### config.mk
export PLATFORM = sky130hd
export DESIGN_NAME = preamble_crc8_frame_receiver_core
export DESIGN_NICKNAME = d
export VERILOG_FILES = /design/src/rtl/pcfr_pkg.sv /design/src/rtl/pcfr_in_stage.sv /design/src/rtl/pcfr_parse.sv /design/src/rtl/pcfr_out_stage.sv /design/src/rtl/preamble_crc8_frame_receiver_core.sv
export VERILOG_INCLUDE_DIRS = /design/src /design/src/rtl
export SDC_FILE = /design/constraint.sdc
export NUM_CORES = 1
export LEC_CHECK = 0
export BUFFER_PORTS_ARGS = -buffer_cell sky130_fd_sc_hd__buf_2
export CAP_MARGIN = 25
export CORE_MARGIN = 2
export CORE_UTILIZATION = 40
export DETAILED_ROUTE_END_ITERATION = 16
export PLACE_DENSITY = 0.69
export REMOVE_ABC_BUFFERS = 1
export SLEW_MARGIN = 5
export SYNTH_ARGS = -nofsm -noshare
export SYNTH_HDL_FRONTEND = slang
export SYNTH_SLANG_ARGS = --single-unit
### constraint.sdc
create_clock -name clk_i -period 3 [get_ports clk_i]
set_clock_uncertainty 0.15 [all_clocks]
set_input_delay 0.9 -clock clk_i [delete_from_list [all_inputs] [get_ports clk_i]]
set_output_delay 0.9 -clock clk_i [all_outputs]
set_load 0.05 [all_outputs]
### src/rtl/preamble_crc8_frame_receiver_core_assert.svh
// Assertion macros used by the frame receiver parser.
// No dependencies; every macro compiles to nothing when NO_ASSERTIONS is set.
`ifndef PREAMBLE_CRC8_FRAME_RECEIVER_CORE_ASSERT_SVH
`define PREAMBLE_CRC8_FRAME_RECEIVER_CORE_ASSERT_SVH

`ifndef NO_ASSERTIONS

// Same-cycle implication, sampled on the rising clock, off during reset
`define PCFR_ASSERT_NOW(lbl, clk, rst_n, ante, cons) \
  lbl: assert property (@(posedge clk) disable iff (!(rst_n)) (ante) |-> (cons)) \
    else $error("pcfr assertion failed");

// Next-cycle implication, sampled on the rising clock, off during reset
`define PCFR_ASSERT_NEXT(lbl, clk, rst_n, ante, cons) \
  lbl: assert property (@(posedge clk) disable iff (!(rst_n)) (ante) |=> (cons)) \
    else $error("pcfr assertion failed");

`else

`define PCFR_ASSERT_NOW(lbl, clk, rst_n, ante, cons)
`define PCFR_ASSERT_NEXT(lbl, clk, rst_n, ante, cons)

`endif

`endif

### src/rtl/pcfr_pkg.sv
// Package for the preamble / CRC-8 frame receiver: types, constants, CRC step.
// No dependencies.
package pcfr_pkg;

  // Preamble pattern and CRC polynomial (x^8 + x^5 + x^4 + 1, top bit implied)
  localparam logic [7:0] Pre0    = 8'hAA;
  localparam logic [7:0] Pre1    = 8'hBB;
  localparam logic [7:0] Pre2    = 8'hCC;
  localparam logic [7:0] Pre3    = 8'hDD;
  localparam logic [7:0] CrcPoly = 8'h31;

  // Default receive buffer size
  localparam int BufferBytesDefault = 256;

  // Classification of each received byte
  typedef enum logic [1:0] {
    KindDrop    = 2'd0,
    KindHeader  = 2'd1,
    KindPayload = 2'd2
  } kind_e;

  // One result item
  typedef struct packed {
    kind_e      kind;
    logic [7:0] pbyte;
    logic [7:0] pidx;
    logic       fend;
    logic       cmatch;
    logic       lrej;
    logic [7:0] flen;
  } result_t;

  // One byte of CRC-8, MSB first
  function automatic logic [7:0] crc8_step(input logic [7:0] crc, input logic [7:0] b);
    logic [7:0] c;
    c = crc ^ b;
    for (int k = 0; k < 8; k++) begin
      c = c[7] ? ((c << 1) ^ CrcPoly) : (c << 1);
    end
    return c;
  endfunction

endpackage

### src/rtl/pcfr_in_stage.sv
// Input register of the frame receiver: holds one received byte.
// Depends on pcfr_pkg only by convention; no package items used.
module pcfr_in_stage (
  input  logic       clk_i,
  input  logic       rst_ni,
  input  logic       in_valid_i,
  output logic       in_stall_o,
  input  logic [7:0] rx_byte_i,
  input  logic       adv_i,
  output logic       valid_o,
  output logic [7:0] byte_o
);

  logic       valid_q, valid_d;
  logic [7:0] byte_q;
  logic       load;

  // Register frees up whenever it is empty or its byte moves on
  assign in_stall_o = valid_q & ~adv_i;
  assign load       = ~in_stall_o;
  assign valid_d    = load ? in_valid_i : valid_q;

  always_ff @(posedge clk_i or negedge rst_ni) begin
    if (!rst_ni) begin
      valid_q <= 1'b0;
    end else begin
      valid_q <= valid_d;
    end
  end

  // Byte register, loaded on each input transfer
  always_ff @(posedge clk_i) begin
    if (load && in_valid_i) begin
      byte_q <= rx_byte_i;
    end
  end

  assign valid_o = valid_q;
  assign byte_o  = byte_q;

endmodule

### src/rtl/pcfr_parse.sv
// Frame parser: preamble hunt, length check, CRC-8 and per-byte classification.
// Depends on pcfr_pkg and the assertion macro header.
`include "preamble_crc8_frame_receiver_core_assert.svh"

module pcfr_parse #(
  parameter int BUFFER_BYTES = pcfr_pkg::BufferBytesDefault
) (
  input  logic              clk_i,
  input  logic              rst_ni,
  input  logic              step_i,
  input  logic [7:0]        byte_i,
  output pcfr_pkg::result_t res_o
);
  import pcfr_pkg::*;

  localparam logic [8:0] MaxLen = 9'(BUFFER_BYTES - 5);

  logic [8:0] pos_q, pos_d;
  logic       locked_q, locked_d;
  logic [7:0] pb1_q, pb1_d, pb2_q, pb2_d;
  logic [7:0] len_q, len_d, chk_q, chk_d, crc_q, crc_d;
  logic [8:0] p;
  logic [8:0] pidx_w;
  logic [7:0] crc_next;
  result_t    res;

  assign p        = pos_q + 9'd1;
  assign pidx_w   = p - 9'd7;
  assign crc_next = crc8_step(crc_q, byte_i);

  // Next state and result for the byte in the input register
  always_comb begin
    pos_d    = pos_q;
    locked_d = locked_q;
    pb1_d    = pb1_q;
    pb2_d    = pb2_q;
    len_d    = len_q;
    chk_d    = chk_q;
    crc_d    = crc_q;
    res      = '{kind: KindHeader, default: '0};

    priority if (p == 9'd1) begin
      // hunting for the first preamble byte
      if (byte_i != Pre0) begin
        res.kind = KindDrop;
        pos_d    = 9'd0;
        locked_d = 1'b0;
      end else begin
        pos_d = 9'd1;
      end
    end else if (p <= 9'd4) begin
      // inside the preamble
      if (!locked_q && byte_i == Pre0) begin
        pos_d = 9'd1;
      end else if (p == 9'd4) begin
        if (pb1_q == Pre1 && pb2_q == Pre2 && byte_i == Pre3) begin
          locked_d = 1'b1;
          pos_d    = 9'd4;
        end else begin
          res.kind = KindDrop;
          pos_d    = 9'd0;
        end
      end else if (p == 9'd2) begin
        pb1_d = byte_i;
        pos_d = p;
      end else begin
        pb2_d = byte_i;
        pos_d = p;
      end
    end else if (p == 9'd5) begin
      // length byte
      len_d    = byte_i;
      res.flen = byte_i;
      if ({1'b0, byte_i} > MaxLen || byte_i < 8'd2) begin
        res.lrej = 1'b1;
        pos_d    = 9'd0;
      end else begin
        pos_d = 9'd5;
      end
    end else if (p == 9'd6) begin
      // check byte
      chk_d    = byte_i;
      crc_d    = '0;
      res.flen = len_q;
      pos_d    = 9'd6;
    end else begin
      // type and data bytes
      res.kind  = KindPayload;
      res.pbyte = byte_i;
      res.pidx  = pidx_w[7:0];
      res.flen  = len_q;
      crc_d     = crc_next;
      if (p >= {1'b0, len_q} + 9'd5) begin
        res.fend   = 1'b1;
        res.cmatch = (crc_next == chk_q);
        pos_d      = 9'd0;
        locked_d   = 1'b0;
      end else begin
        pos_d = p;
      end
    end
  end

  // Frame position and lock
  always_ff @(posedge clk_i or negedge rst_ni) begin
    if (!rst_ni) begin
      pos_q    <= '0;
      locked_q <= 1'b0;
    end else if (step_i) begin
      pos_q    <= pos_d;
      locked_q <= locked_d;
    end
  end

  // Header fields and CRC
  always_ff @(posedge clk_i) begin
    if (step_i) begin
      pb1_q <= pb1_d;
      pb2_q <= pb2_d;
      len_q <= len_d;
      chk_q <= chk_d;
      crc_q <= crc_d;
    end
  end

  assign res_o = res;

  `PCFR_ASSERT_NEXT(a_end_rewinds, clk_i, rst_ni, step_i && res.fend, pos_q == 9'd0 && !locked_q)
  `PCFR_ASSERT_NEXT(a_reject_rewinds, clk_i, rst_ni, step_i && res.lrej, pos_q == 9'd0 && locked_q)
  `PCFR_ASSERT_NOW(a_payload_pos, clk_i, rst_ni, step_i && res.kind == KindPayload, pos_q >= 9'd6)
  `PCFR_ASSERT_NOW(a_pos_bound, clk_i, rst_ni, pos_q >= 9'd6, pos_q <= {1'b0, len_q} + 9'd4)

endmodule

### src/rtl/pcfr_out_stage.sv
// Result register of the frame receiver with its valid / stall handshake.
// Depends on pcfr_pkg for the result struct.
module pcfr_out_stage (
  input  logic              clk_i,
  input  logic              rst_ni,
  input  logic              valid_i,
  input  pcfr_pkg::result_t res_i,
  output logic              adv_o,
  output logic              out_valid_o,
  input  logic              out_stall_i,
  output pcfr_pkg::result_t res_o
);
  import pcfr_pkg::*;

  logic    valid_q, valid_d;
  result_t res_q;

  // Loads whenever empty or the held result is taken this cycle
  assign adv_o   = ~valid_q | ~out_stall_i;
  assign valid_d = adv_o ? valid_i : valid_q;

  always_ff @(posedge clk_i or negedge rst_ni) begin
    if (!rst_ni) begin
      valid_q <= 1'b0;
    end else begin
      valid_q <= valid_d;
    end
  end

  always_ff @(posedge clk_i) begin
    if (adv_o && valid_i) begin
      res_q <= res_i;
    end
  end

  assign out_valid_o = valid_q;
  assign res_o       = res_q;

endmodule

### src/rtl/preamble_crc8_frame_receiver_core.sv
// Input register holds a byte, then the result register its result; output stalls delay it.
// One byte per cycle unless output stalls; an empty input register loads while results wait.
// Per byte the parser does one pass of compare logic plus an 8-step XOR CRC.
// Reset (rst_ni, async, active low) empties both registers and restarts the hunt.
// Top level of the frame receiver: input register, parser, result register.
// Depends on pcfr_pkg, pcfr_in_stage, pcfr_parse and pcfr_out_stage.
module preamble_crc8_frame_receiver_core #(
  parameter int BUFFER_BYTES = pcfr_pkg::BufferBytesDefault
) (
  input  logic       clk_i,
  input  logic       rst_ni,
  input  logic       in_valid_i,
  output logic       in_stall_o,
  input  logic [7:0] rx_byte_i,
  output logic       out_valid_o,
  input  logic       out_stall_i,
  output logic [1:0] byte_kind_o,
  output logic [7:0] payload_byte_o,
  output logic [7:0] payload_index_o,
  output logic       frame_end_o,
  output logic       crc_match_o,
  output logic       length_reject_o,
  output logic [7:0] frame_length_o
);
  import pcfr_pkg::*;

  logic       s1_valid;
  logic [7:0] s1_byte;
  logic       adv;
  logic       step;
  result_t    res_comb;
  result_t    res_out;

  pcfr_in_stage u_in (
    .clk_i      (clk_i),
    .rst_ni     (rst_ni),
    .in_valid_i (in_valid_i),
    .in_stall_o (in_stall_o),
    .rx_byte_i  (rx_byte_i),
    .adv_i      (adv),
    .valid_o    (s1_valid),
    .byte_o     (s1_byte)
  );

  // Parser state moves only when its byte transfers to the result register
  assign step = s1_valid & adv;

  pcfr_parse #(
    .BUFFER_BYTES(BUFFER_BYTES)
  ) u_parse (
    .clk_i  (clk_i),
    .rst_ni (rst_ni),
    .step_i (step),
    .byte_i (s1_byte),
    .res_o  (res_comb)
  );

  pcfr_out_stage u_out (
    .clk_i       (clk_i),
    .rst_ni      (rst_ni),
    .valid_i     (s1_valid),
    .res_i       (res_comb),
    .adv_o       (adv),
    .out_valid_o (out_valid_o),
    .out_stall_i (out_stall_i),
    .res_o       (res_out)
  );

  // Result fields
  assign byte_kind_o     = res_out.kind;
  assign payload_byte_o  = res_out.pbyte;
  assign payload_index_o = res_out.pidx;
  assign frame_end_o     = res_out.fend;
  assign crc_match_o     = res_out.cmatch;
  assign length_reject_o = res_out.lrej;
  assign frame_length_o  = res_out.flen;

endmodule
# After elaboration in Yosys (flattened, before gate mapping)
# Cells that the tools add are included.
dict set report word_totals {
  in_bits 12
  elab_cells 120
  reg_bits 89
  out_inout_bits 31
}
dict set report classes {
  reduce_logical 18
  n_eq_ne 17
  order_cmp 4
  bitwise_logic 23
  n_mux 38
  add_sub_neg 3
}
# cell n
set op_table {}
lappend op_table {{9-bit 2-to-1 mux} 7}
lappend op_table {{6-bit 2-to-1 mux} 8}
lappend op_table {{20-bit 2-to-1 mux} 2}
lappend op_table {{8-bit == test, second input constant} 4}
lappend op_table {{9-bit by 3-bit == test with 1-bit output, second input constant} 3}
lappend op_table {{3-bit inverter} 8}
lappend op_table {{1-bit 2-to-1 mux} 13}
lappend op_table {{6-bit AND reduction} 2}
lappend op_table {{1-bit inverter} 11}
lappend op_table {{2-bit 2-to-1 mux} 5}
lappend op_table {{8-bit by 3-bit adder with 9-bit output, second input constant} 1}
lappend op_table {{9-bit by 1-bit adder with 9-bit output, second input constant} 1}
lappend op_table {{9-bit by 1-bit == test with 1-bit output, second input constant} 1}
lappend op_table {{9-bit by 2-bit == test with 1-bit output, second input constant} 1}
lappend op_table {{9-bit >= comparator} 1}
lappend op_table {{9-bit by 3-bit less-or-equal comparator with 1-bit output, second input constant} 1}
lappend op_table {{3-bit by 2-bit inequality test with 1-bit output, second input constant} 3}
lappend op_table {{8-bit == test} 1}
lappend op_table {{8-bit greater-than comparator, second input constant} 1}
lappend op_table {{8-bit by 2-bit < comparator with 1-bit output, second input constant} 1}
lappend op_table {{8-bit 2-to-1 mux} 1}
lappend op_table {{8-bit inequality test, second input constant} 1}
lappend op_table {{8-bit AND reduction} 1}
lappend op_table {{8-bit by 3-bit subtractor with 8-bit output, second input constant} 1}
lappend op_table {{17 further kinds} 24}

# Depth between registers and ports, before layout
# Gate-level depths: netlist of run 1.
dict set report depth {
  ltp_word 23
  depth_mapped 12
}

# Modules after synthesis
# Synthesis of run 1 repeated with hierarchy kept, for this count alone.
dict set report unflattened {
  cells_unflattened 366
  hier_area_um2 4571.9
}
# mod cells_per_inst seq_area_each_um2 n_inst area_each_um2
set modules_own_cells {}
lappend modules_own_cells {pcfr_parse 319 1451.4 1 3349.5}
lappend modules_own_cells {pcfr_out_stage 33 895.9 1 918.4}
lappend modules_own_cells {pcfr_in_stage 13 265.3 1 297.8}
lappend modules_own_cells {preamble_crc8_frame_receiver_core 1 0.0 1 6.3}

# Least setup slack after synthesis of run 1
# No wires, ideal clock.
dict set report synth_timing {
  path_kind {reg2reg}
  from {register u_parse.pos_q[0]}
  to {register u_parse.pb2_q[0], enable pin}
  slack_ns -0.144
  arrival_ns 2.610
  synth_period_minus_slack_ns 3.144
  path_buffers 1
  path_stages_with_launch 8
  path_cell_list {dfrtp_1 ha_1 nand3_1 mux2i_4 a31oi_4 or4_1 buf_2 nor3_1}
}
dict set report synth_between {
  elab_chain_cells 4
}
# element line
set synth_rtl {}
lappend synth_rtl {{start: declaration} pcfr_parse.sv:18} ;# logic [8:0] pos_q, pos_d;
lappend synth_rtl {{start signal: assignment} pcfr_parse.sv:110} ;# pos_q <= pos_d;
lappend synth_rtl {{9-bit by 1-bit adder with 9-bit output (*)} pcfr_parse.sv:27} ;# assign p = pos_q + 9'd1;
lappend synth_rtl {{branches (longest 2 deep; another with 9-bit by 3-bit less-or-equal comparator with 1-bit output)} --}
lappend synth_rtl {{6-bit AND reduction (no source line) (*)} --}
lappend synth_rtl {{end signal: assignment} pcfr_parse.sv:119} ;# pb2_q <= pb2_d;
lappend synth_rtl {{end: declaration} pcfr_parse.sv:20} ;# logic [7:0] pb1_q, pb1_d, pb2_q, pb2_d;
# Every way passes the cells marked *.
# A chain may end at the register's enable or synchronous reset.

# Worst setup path after layout of run 1
dict set report layout_timing {
  from {register u_parse.pos_q[1]}
  to {register u_parse.pos_q[7]}
}
dict set report layout_between {
  elab_chain_cells 7
}
# element line
set layout_rtl {}
lappend layout_rtl {{9-bit by 1-bit adder with 9-bit output (*)} pcfr_parse.sv:27}
lappend layout_rtl {{9-bit >= comparator} pcfr_parse.sv:93} ;# if (p >= {1'b0, len_q} + 9'd5) begin
lappend layout_rtl {{9-bit 2-to-1 mux} pcfr_parse.sv:93}
lappend layout_rtl {{9-bit 2-to-1 mux} pcfr_parse.sv:80} ;# end else if (p == 9'd6) begin
lappend layout_rtl {{9-bit 2-to-1 mux} pcfr_parse.sv:70} ;# end else if (p == 9'd5) begin
lappend layout_rtl {{9-bit 2-to-1 mux} pcfr_parse.sv:51} ;# end else if (p <= 9'd4) begin
lappend layout_rtl {{9-bit 2-to-1 mux (*)} pcfr_parse.sv:42} ;# priority if (p == 9'd1) begin
# Every way passes the cells marked *; elsewhere a longest branch is shown, timed or not.

==> results of run 1 <==
[state kept, by name, summed over array words and instances (netlist names)]
signal	cells
u_out.res_o	29
u_in.valid_o	1
u_parse.locked_q	1
u_out.out_valid_o	1
u_parse.len_q	8
u_in.byte_o	8
u_parse.pb2_q	8
u_parse.crc_q	8
u_parse.chk_q	8
u_parse.pos_q	9
u_parse.pb1_q	8
[through the flow]
step	area (um^2)	hold slack (ns)	setup slack, ns	setup TNS [ns]	total power, mW
6_report	5520	0.292	0.128	0	5.24
5_1_grt	5520	0.304	0.00114	0	5.58
4_1_cts	5430	0.293	0.0419	0	5.17
3_5_place_dp	5150	0.329	-0.0493	-0.0566	4.12
3_3_place_gp	5150	0.322	0.0752	0	4.05
2_1_floorplan	4540	0.307	-0.162	-3.17	3.57
[how the worst max path moves through the flow]
stage                                        end  slack (ns)                    startpoint
global placement    u_parse.pos_q[7]$_DFFE_PN0P_        0.08  u_parse.pos_q[1]$_DFFE_PN0P_
detailed placement  u_parse.pos_q[7]$_DFFE_PN0P_       -0.05  u_parse.pos_q[1]$_DFFE_PN0P_
CTS                 u_parse.locked_q$_DFFE_PN0P_        0.04  u_parse.pos_q[1]$_DFFE_PN0P_
global route        u_parse.locked_q$_DFFE_PN0P_       0.001  u_parse.pos_q[1]$_DFFE_PN0P_
floorplan             u_parse.pb1_q[0]$_DFFE_PP_       -0.16  u_parse.pos_q[0]$_DFFE_PN0P_
finish              u_parse.pos_q[7]$_DFFE_PN0P_        0.13  u_parse.pos_q[1]$_DFFE_PN0P_
[timing repair]
| action | in CTS | in global routing |
|---|---|---|
| resized for setup | 2 | 16 |
| pin swaps | 0 | 4 |
| hold endpoints to repair | 0 | 0 |
| setup buffers | 0 | 1 |
| endpoints found under the setup margin | 4 | 28 |
[layout by cell type (no fill, tap or decap), drive strengths merged, types with 8 or more instances in the layout]
cell | Yosys | final
ha | 15 | 15
buf | 6 | 72
o21ai | 11 | 11
dfrtp | 12 | 12
inv | 15 | 17
nand3 | 13 | 13
nor3 | 10 | 10
edfxtp | 77 | 77
nor2 | 32 | 32
clkbuf | 8 | 9
mux2 | 8 | 8
xnor2 | 23 | 23
xor2 | 19 | 19
nand2b | 8 | 8
and2 | 20 | 20
nand2 | 26 | 26
nand4 | 9 | 9
[worst max-delay path, stage by stage (launching register included)]
cell,delay (ns)
dfrtp_1,0.43
ha_4,0.20
nand3_1,0.13
xor2_1,0.25
inv_1,0.13
ha_1,0.33
a211o_1,0.27
o211ai_1,0.12
o211a_1,0.26
o22ai_2,0.15
a221oi_2,0.30
a21o_1,0.11
[per-layer routing]
metal | vias to the layer above | wire length, um | track usage
met2 | 113 | 4740 | 0.269
met4 | 0 | 193 | 0.0486
met5 | - | 0 | 0
li1 | 1539 | - | -
met3 | 15 | 630 | 0.0463
met1 | 1568 | 4640 | 0.241
[layout make-up]
| type | instances | area [um^2] | area share |
|---|---|---|---|
| clock buffer | 9 | 225 | 0.0408 |
| clock inverter | 6 | 42.5 | 0.00771 |
| inverter | 15 | 56.3 | 0.0102 |
| multi-input combinational | 267 | 1970 | 0.356 |
| sequential | 89 | 2610 | 0.474 |
| tap | 143 | 179 | 0.0324 |
| timing repair buffer | 72 | 435 | 0.0789 |
[power by group]
| group | internal, mW | switching (mW) | total (mW) |
|---|---|---|---|
| Clock | 0.559 | 0.471 | 1.03 |
| Combinational | 0.957 | 1.42 | 2.38 |
| Sequential | 1.68 | 0.162 | 1.84 |
[logic make-up (layout without fill, tap and decap cells)]
group,after synthesis,in the layout
xor gates and xnor gates,43,43
buffers and inverters,29,102
adders and majority gates,15,15
DFF,89,89
AOI/OAI and AO/OA,55,55
muxes,11,11
and+or+nand+nor,143,143
==> impl_metrics.env, run 1 <==
export IMPL_outcome="complete, no violations"
export IMPL_ctsLongestPathBuffers=2
export IMPL_clock_latency_ns=0.34
export IMPL_synth_compound_area_frac=0.0858
export IMPL_synth_seq_cells=89
export IMPL_synth_top_family_by_area="simple AND/OR/NAND/NOR gates"
export IMPL_areaGrowthSynthToFinish_pct=19.7
export IMPL_worstSetupPathType="register to register"
export IMPL_place_hpwl_um=7490
export IMPL_yosysSeqAreaShare=0.567
export IMPL_worstPathMaxFanout=6
export IMPL_final_cells=601
export IMPL_globalRouteOverflowTotal=0
export IMPL_clock_sinks=89
export IMPL_grt_max_degree=21
export IMPL_final_hold_violation_count=0
export IMPL_reg2reg_from="u_parse.pos_q[1]$_DFFE_PN0P_"
export IMPL_synthXorXnorAreaFrac=0.0847
export IMPL_synth_commonest_cells="edfxtp_1, nor2_1, nand2_1, xnor2_1, and2_1"
export IMPL_diodes=0
export IMPL_nNetsFinal=481
export IMPL_reg2reg_depth=11
export IMPL_min_period_ns=2.87
export IMPL_clock_fmax_mhz=348
export IMPL_htree_levels=3
export IMPL_row_count=39
export IMPL_coreArea_mm2=0.0113
export IMPL_hold_path_class="input pin to asynchronous set/reset pin"
export IMPL_syn_cell_area_mm2=0.00461
export IMPL_dp_cells=585
export IMPL_finalMaxSlewViolations=0
export IMPL_pwr_density_cell_mw_per_mm2=950
export IMPL_fill_cells=1020
export IMPL_clk_pin_slew_ns=0.06
export IMPL_end_kind="register"
export IMPL_drv_cap=0
export IMPL_drc=0
export IMPL_avgViaCountPerCell=5.38
export IMPL_reg2reg_setup_slack_ns=0.13
export IMPL_cp_arrival_ns=3.00
export IMPL_cts_tree="built"
export IMPL_grt_first_pass_wirelength_um=16800
export IMPL_antenna_found_initial=0
export IMPL_grt_total_usage=0.173
export IMPL_clockRootBuffer="clkbuf_16"
export IMPL_synth_simple_area_share=0.167
export IMPL_synth_top_cell_area_share=0.502
export IMPL_synth_top_cell_by_area="edfxtp_1"
export IMPL_synth_flop_cell="edfxtp_1"
export IMPL_ir_drop_mv=0.451
export IMPL_cp_start_kind="register"
export IMPL_drt_wl_total_um=10200
export IMPL_hold_buffers=0
export IMPL_synth_avg_cell_area_um2=12.0
export IMPL_setup_viol=0
export IMPL_numCtsBuffers=9
export IMPL_io_pins=43
export IMPL_die_w_um=111
export IMPL_drt_iter0_markers=202
export IMPL_slew_headroom=0.576
export IMPL_dr_pass1_iters=4
export IMPL_yosys_warnings=0
export IMPL_routedWlPerCell_um=17.0
export IMPL_synthMuxAreaShare=0.0288
export IMPL_start_util=0.407
export IMPL_synth_area_leaders="edfxtp_1, dfrtp_1, xnor2_1, ha_1, xor2_1"
export IMPL_leakage_nw=2.14
export IMPL_port_buffer_count=42
export IMPL_drive_gt1_frac=0.264
export IMPL_postRouteAntennaNets=0
export IMPL_fin_crit_sh=0.957
export IMPL_crit_required_ns=3.13
export IMPL_fin_util=0.487
export IMPL_dieArea_mm2=0.0124
export IMPL_routabilityCongestion=0.902
export IMPL_rsz0062_at_grt="false"
export IMPL_tightestPinTransition_ns=0.633
export IMPL_grt_pass1_vias=3232
export IMPL_synth_adder_area_share=0.0407
export IMPL_synth_most_common_cell="edfxtp_1"
export IMPL_rr_endpoint="u_parse.pos_q[7]$_DFFE_PN0P_"
export IMPL_dr_total_vias=3235
export IMPL_synth_async_sr_flop_share=0.135
export IMPL_die_h_um=111
export IMPL_ys_types=58
export IMPL_synth_edf_count=77
export IMPL_synthCells=385
Note: power is estimated with default switching activity, not from simulation.
==> run 2: changes to the inputs <==
- CORE_ASPECT_RATIO: not set -> 1.1
==> run 2 against run 1 <==
Effect of this change:
- non-clock buffer count stayed put
- register-to-register slack worse by 0.03 ns
- routed wire length up 1.0%
- fmax shrank 0.97%
- cell count up 1.3%
- count of clock-buffer cells in the layout is the same
- die area about the same
- largest cell class unchanged
- total power rose by 3.6%
- first-iteration DRC count up 79%
- clock power increased by 12%
- setup slack worse by 0.028 ns
==> impl_metrics.env, run 2 (same netlist as run 1, synthesis figures left out) <==
export IMPL_outcome="complete, no violations"
export IMPL_intPower_mw=3.32
export IMPL_postRouteAntennaNets=0
export IMPL_setup_ws_ns=0.100
export IMPL_port_buffer_count=42
export IMPL_total_power_mw=5.43
export IMPL_grt_pass1_vias=3212
export IMPL_fill_cells=997
export IMPL_row_count=41
export IMPL_coreArea_mm2=0.0113
export IMPL_die_w_um=106
export IMPL_largest_reg_flops=29
export IMPL_ctsLongestPathBuffers=2
export IMPL_dp_cells=592
export IMPL_final_cells=609
export IMPL_placement_setup_worst_slack_ns=-0.00325
export IMPL_dr_total_vias=3230
export IMPL_mostFrequentLayoutCells="edfxtp_1, buf_2, nor2_1, buf_4, nand2_1"
export IMPL_antenna_found_initial=0
export IMPL_io_pins=43
export IMPL_grt_max_degree=23
export IMPL_min_period_ns=2.90
export IMPL_drt_wl_total_um=10300
export IMPL_ir_drop_mv=0.439
export IMPL_finalMaxSlewViolations=0
export IMPL_routedWlPerCell_um=16.9
export IMPL_final_common_cell="edfxtp_1"
export IMPL_diodes=0
export IMPL_grt_total_usage=0.173
export IMPL_power_frac_seq=0.336
export IMPL_cts_tree="built"
export IMPL_fin_util=0.490
export IMPL_clockRootBuffer="clkbuf_16"
export IMPL_hold_path_class="input pin to asynchronous set/reset pin"
export IMPL_start_util=0.406
export IMPL_worstSetupPathType="register to register"
export IMPL_final_hold_violation_count=0
export IMPL_crit_required_ns=2.88
export IMPL_globalRouteOverflowTotal=0
export IMPL_p_comb_frac=0.451
export IMPL_drive_gt1_frac=0.261
export IMPL_htree_levels=3
export IMPL_die_h_um=117
export IMPL_end_kind="register"
export IMPL_place_hpwl_um=7450
export IMPL_drv_cap=0
export IMPL_setup_viol=0
export IMPL_numCtsBuffers=9
export IMPL_pwr_density_cell_mw_per_mm2=977
export IMPL_leakage_nw=2.14
export IMPL_switchingPower_mw=2.11
export IMPL_worstPathMaxFanout=8
export IMPL_fin_crit_sh=0.967
export IMPL_grt_first_pass_wirelength_um=16400
export IMPL_avgViaCountPerCell=5.30
export IMPL_dieArea_mm2=0.0124
export IMPL_netSwitchingFraction=0.388
export IMPL_nNetsFinal=481
export IMPL_dr_pass1_iters=5
export IMPL_routabilityCongestion=0.933
export IMPL_clock_sinks=89
export IMPL_clock_fmax_mhz=345
export IMPL_cp_start_kind="register"
export IMPL_clk_pin_slew_ns=0.07
export IMPL_hold_buffers=0
export IMPL_pwr_share_clk=0.212
export IMPL_slew_headroom=0.489
export IMPL_drc=0
export IMPL_drt_iter0_markers=361
export IMPL_cp_arrival_ns=2.78
export IMPL_clock_latency_ns=0.34
export IMPL_tightestPinTransition_ns=0.759
export IMPL_areaGrowthSynthToFinish_pct=20.6
run 2: cell types whose count changed in the layout (fill, tap and decap cells not counted), sizes merged:
cell / previous run / this run
bufinv: 0 / 1
clkinv: 3 / 2
inv: 17 / 18
run 2: layer usage:
layer / track usage / wire length, um
met1: 0.227 / 4560
met2: 0.282 / 4940
met3: 0.0374 / 604
met4: 0.0702 / 209
met5: 0 / 0
run 2: cell type report:
cell class / instances / area [um^2] / share of cell area
flip-flops and latches: 89 / 2610 / 0.470
repair buffers: 72 / 435 / 0.0784
clock buffers: 9 / 225 / 0.0405
multi-input cells: 267 / 1950 / 0.351
clock inverters: 7 / 85.1 / 0.0153
well taps: 150 / 188 / 0.0338
inverters: 15 / 56.3 / 0.0101
run 2: what timing repair did:
item / CTS / global route
pin swaps: 0 / 4
setup buffers: 0 / 1
gates resized for setup: 1 / 16
endpoints found under the setup margin: 2 / 8
run 2: metrics by stage:
step,setup TNS [ns],instance area (um^2),hold slack (ns)
finish,0,5560,0.287
global route,-0.0339,5560,0.296
CTS,0,5480,0.290
detailed placement,-0.00325,5160,0.331
global placement,0,5160,0.320
floorplan,-3.17,4540,0.307
run 2: worst paths after layout:
kind,slack [ns],end,cells past startpoint,from
max in group asynchronous,2.16,u_parse.pos_q[1]$_DFFE_PN0P_,1,rst_ni
worst min register to register,0.35,u_out.out_valid_o$_DFFE_PN0N_,1,u_in.valid_o$_DFFE_PN0N_
min in group clk_i,0.35,u_out.out_valid_o$_DFFE_PN0N_,1,u_in.valid_o$_DFFE_PN0N_
worst max register to register,0.10,u_parse.len_q[3]$_DFFE_PP_,7,u_parse.pos_q[1]$_DFFE_PN0P_
worst max-delay path,0.10,u_parse.len_q[3]$_DFFE_PP_,7,u_parse.pos_q[1]$_DFFE_PN0P_
worst min-delay path,0.29,u_parse.locked_q$_DFFE_PN0P_,1,rst_ni
run 2: power groups by stage:
stage	Clock, mW	Combinational, mW	Sequential [mW]
floorplan	0	1.49	2.08
global route	1.22	2.70	1.85
finish	1.15	2.45	1.83
detailed placement	0	2.32	1.84
global placement	0	2.27	1.83
CTS	1.17	2.35	1.81
run 2: critical path, cell delays in order, from the launching register on:
cell and delay, ns:
dfrtp_2 0.42, ha_1 0.25, nand4_4 0.20, nor4_2 0.42, nor2_1 0.18, buf_4 0.17, nor3_1 0.48, nor2_1 0.32
==> run 3: changes to the inputs <==
- CTS_CLUSTER_SIZE: not set -> 30
- PLACE_DENSITY: 0.69 -> 0.66
- clock period: 3 -> 3.2 ns (I/O delays scaled with it)
==> run 3 against run 2 <==
Effect of this change:
- count of clock-buffer cells in the layout increased by 1
- combinational power decreased by 11%
- utilization shrank 0.79 points
- via count decreased by 2.7%
- clock power is essentially flat
- total power decreased by 7.9%
- register-to-register slack better by 0.07 ns
- fmax fell by 4.1%
- critical path depth increased by 6
- cell count down 0.99%
- sequential power decreased by 7%
- global-route usage is 0.51 points lower
- critical path type unchanged
- largest power group unchanged
- highest routed layer unchanged
==> impl_metrics.env, run 3 (same netlist as run 1, synthesis figures left out) <==
export IMPL_routabilityCongestion=0.970
export IMPL_placement_setup_worst_slack_ns=0.166
export IMPL_antenna_found_initial=0
export IMPL_crit_path_top_delay_cell="dfrtp_1"
export IMPL_drc=0
export IMPL_grt_total_usage=0.168
export IMPL_worstPathMaxFanout=6
export IMPL_slew_headroom=0.565
export IMPL_cts_repair_resized=0
export IMPL_grt_pass1_vias=2999
export IMPL_postRouteAntennaNets=0
export IMPL_dr_total_vias=3144
export IMPL_largest_reg_flops=29
export IMPL_final_hold_violation_count=0
export IMPL_hold_path_class="input pin to asynchronous set/reset pin"
export IMPL_met2_usage=0.280
export IMPL_numCtsBuffers=9
export IMPL_cpPeakStageDelay_ns=0.42
export IMPL_coreArea_mm2=0.0113
export IMPL_reg2reg_depth=13
export IMPL_rr_endpoint="u_parse.pos_q[7]$_DFFE_PN0P_"
export IMPL_drv_cap=0
export IMPL_end_kind="register"
export IMPL_grt_max_degree=19
export IMPL_final_common_cell="edfxtp_1"
export IMPL_row_count=41
export IMPL_mostFrequentLayoutCells="edfxtp_1, buf_2, nor2_1"
export IMPL_cp_start_kind="register"
export IMPL_outcome="complete, no violations"
export IMPL_io_pins=43
export IMPL_pwr_share_clk=0.224
export IMPL_crit_required_ns=3.33
export IMPL_nNetsFinal=475
export IMPL_power_frac_seq=0.342
export IMPL_post_dp_cell_area_mm2=0.00512
export IMPL_dieArea_mm2=0.0124
export IMPL_fin_crit_sh=0.945
export IMPL_clockRootBuffer="clkbuf_16"
export IMPL_setup_viol=0
export IMPL_hold_buffers=0
export IMPL_top_usage_layer="met2"
export IMPL_final_area_mm2=0.00547
export IMPL_ctsLongestPathBuffers=2
export IMPL_grt_first_pass_wirelength_um=15700
export IMPL_die_h_um=117
export IMPL_switchingPower_mw=1.88
export IMPL_met1_usage=0.222
export IMPL_reg2reg_from="u_parse.pos_q[1]$_DFFE_PN0P_"
export IMPL_dr_pass1_iters=5
export IMPL_clock_sinks=89
export IMPL_total_power_mw=5.00
export IMPL_tns_ns=0
export IMPL_cpMostUsedCell="and4_1"
export IMPL_avgViaCountPerCell=5.21
export IMPL_reg2reg_setup_slack_ns=0.18
export IMPL_crit_chain="ha_2, and4_1, nand2_1, xor2_1, inv_1, ha_1, and4_1, o21ai_0, o211a_1, o22ai_1, buf_4, a221oi_1, a21o_1"
export IMPL_p_comb_frac=0.434
export IMPL_netSwitchingFraction=0.377
export IMPL_clock_fmax_mhz=331
export IMPL_diodes=0
export IMPL_drt_wl_total_um=9870
export IMPL_drt_iter0_markers=241
export IMPL_leakage_nw=2.11
export IMPL_cts_tree="built"
export IMPL_cp_arrival_ns=3.15
export IMPL_htree_levels=3
export IMPL_min_period_ns=3.02
export IMPL_finalMaxSlewViolations=0
export IMPL_clk_pin_slew_ns=0.06
export IMPL_cts_setup_buffers=0
export IMPL_setup_ws_ns=0.175
export IMPL_crit_buf_inv=2
export IMPL_areaGrowthSynthToFinish_pct=18.6
export IMPL_place_hpwl_um=7210
export IMPL_tightestPinTransition_ns=0.646
export IMPL_start_util=0.406
export IMPL_pwr_density_cell_mw_per_mm2=915
export IMPL_clock_latency_ns=0.34
export IMPL_ir_drop_mv=0.440
export IMPL_routedWlPerCell_um=16.4
export IMPL_globalRouteOverflowTotal=0
export IMPL_grtUsageMet3=0.0368
export IMPL_drive_gt1_frac=0.232
export IMPL_worstSetupPathType="register to register"
export IMPL_port_buffer_count=42
export IMPL_die_w_um=106
export IMPL_intPower_mw=3.12
export IMPL_crit_family="compound AO/OA/AOI/OAI gates"
export IMPL_fin_util=0.482
[run 3: changes by cell type in the layout (fill, tap and decap cells not counted), moves of 2 or more]
cell	previous run	this run
xor2_2	3	1
buf_4	30	24
inv_6	3	0
xor2_1	16	18
nor2_4	2	0
nor2_2	0	2
o21ai_0	7	9
o21ai_1	4	2
[run 3: worst max path at each step]
| stage | startpoint | slack, ns | cells past startpoint | endpoint |
|---|---|---|---|---|
| 3_3_place_gp | u_parse.pos_q[2]$_DFFE_PN0P_ | 0.27 | 12 | u_parse.pos_q[7]$_DFFE_PN0P_ |
| 3_5_place_dp | u_parse.pos_q[2]$_DFFE_PN0P_ | 0.17 | 11 | u_parse.pos_q[1]$_DFFE_PN0P_ |
| 5_1_grt | u_parse.pos_q[1]$_DFFE_PN0P_ | -0.006 | 13 | u_parse.pos_q[7]$_DFFE_PN0P_ |
| 2_1_floorplan | u_parse.pos_q[0]$_DFFE_PN0P_ | 0.04 | 6 | u_parse.pb1_q[0]$_DFFE_PP_ |
| 6_report | u_parse.pos_q[1]$_DFFE_PN0P_ | 0.18 | 13 | u_parse.pos_q[7]$_DFFE_PN0P_ |
| 4_1_cts | u_parse.pos_q[2]$_DFFE_PN0P_ | 0.14 | 11 | u_parse.pos_q[1]$_DFFE_PN0P_ |
[run 3: power by group through the flow]
| stage | sequential [mW] | clock, mW | combinational (mW) |
|---|---|---|---|
| detailed placement | 1.73 | 0 | 2.13 |
| finish | 1.71 | 1.12 | 2.17 |
| floorplan | 1.95 | 0 | 1.40 |
| global placement | 1.72 | 0 | 2.10 |
| CTS | 1.70 | 1.15 | 2.15 |
| global route | 1.74 | 1.20 | 2.40 |
[run 3: area by class of cell]
| cell class | count | area, um^2 |
|---|---|---|
| fill | 1007 | 5870 |
| sequential | 89 | 2610 |
| multi-input combinational | 267 | 1900 |
| timing repair buffer | 66 | 390 |
| clock buffer | 10 | 229 |
| tap | 150 | 188 |
| clock inverter | 6 | 91.3 |
| inverter | 15 | 56.3 |
[run 3: per-layer routing]
layer	vias to the layer above	part of all wire
li1	1527	-
met5	-	0
met2	100	0.48
met3	12	0.050
met1	1505	0.46
met4	0	0.011
[run 3: worst reg2reg max path: stages, from the launching register on]
cell and delay, ns:
dfrtp_1 0.42, ha_2 0.26, and4_1 0.25, nand2_1 0.08
xor2_1 0.20, inv_1 0.07, ha_1 0.31, and4_1 0.20
o21ai_0 0.11, o211a_1 0.24, o22ai_1 0.11, buf_4 0.17
a221oi_1 0.28, a21o_1 0.12
[run 3: through the flow]
step                      cells  hold slack (ns)
after floorplan             371            0.307
after global placement      587            0.321
after detailed placement    587            0.334
after CTS                   603            0.352
after global routing        603            0.354
final                       603            0.353
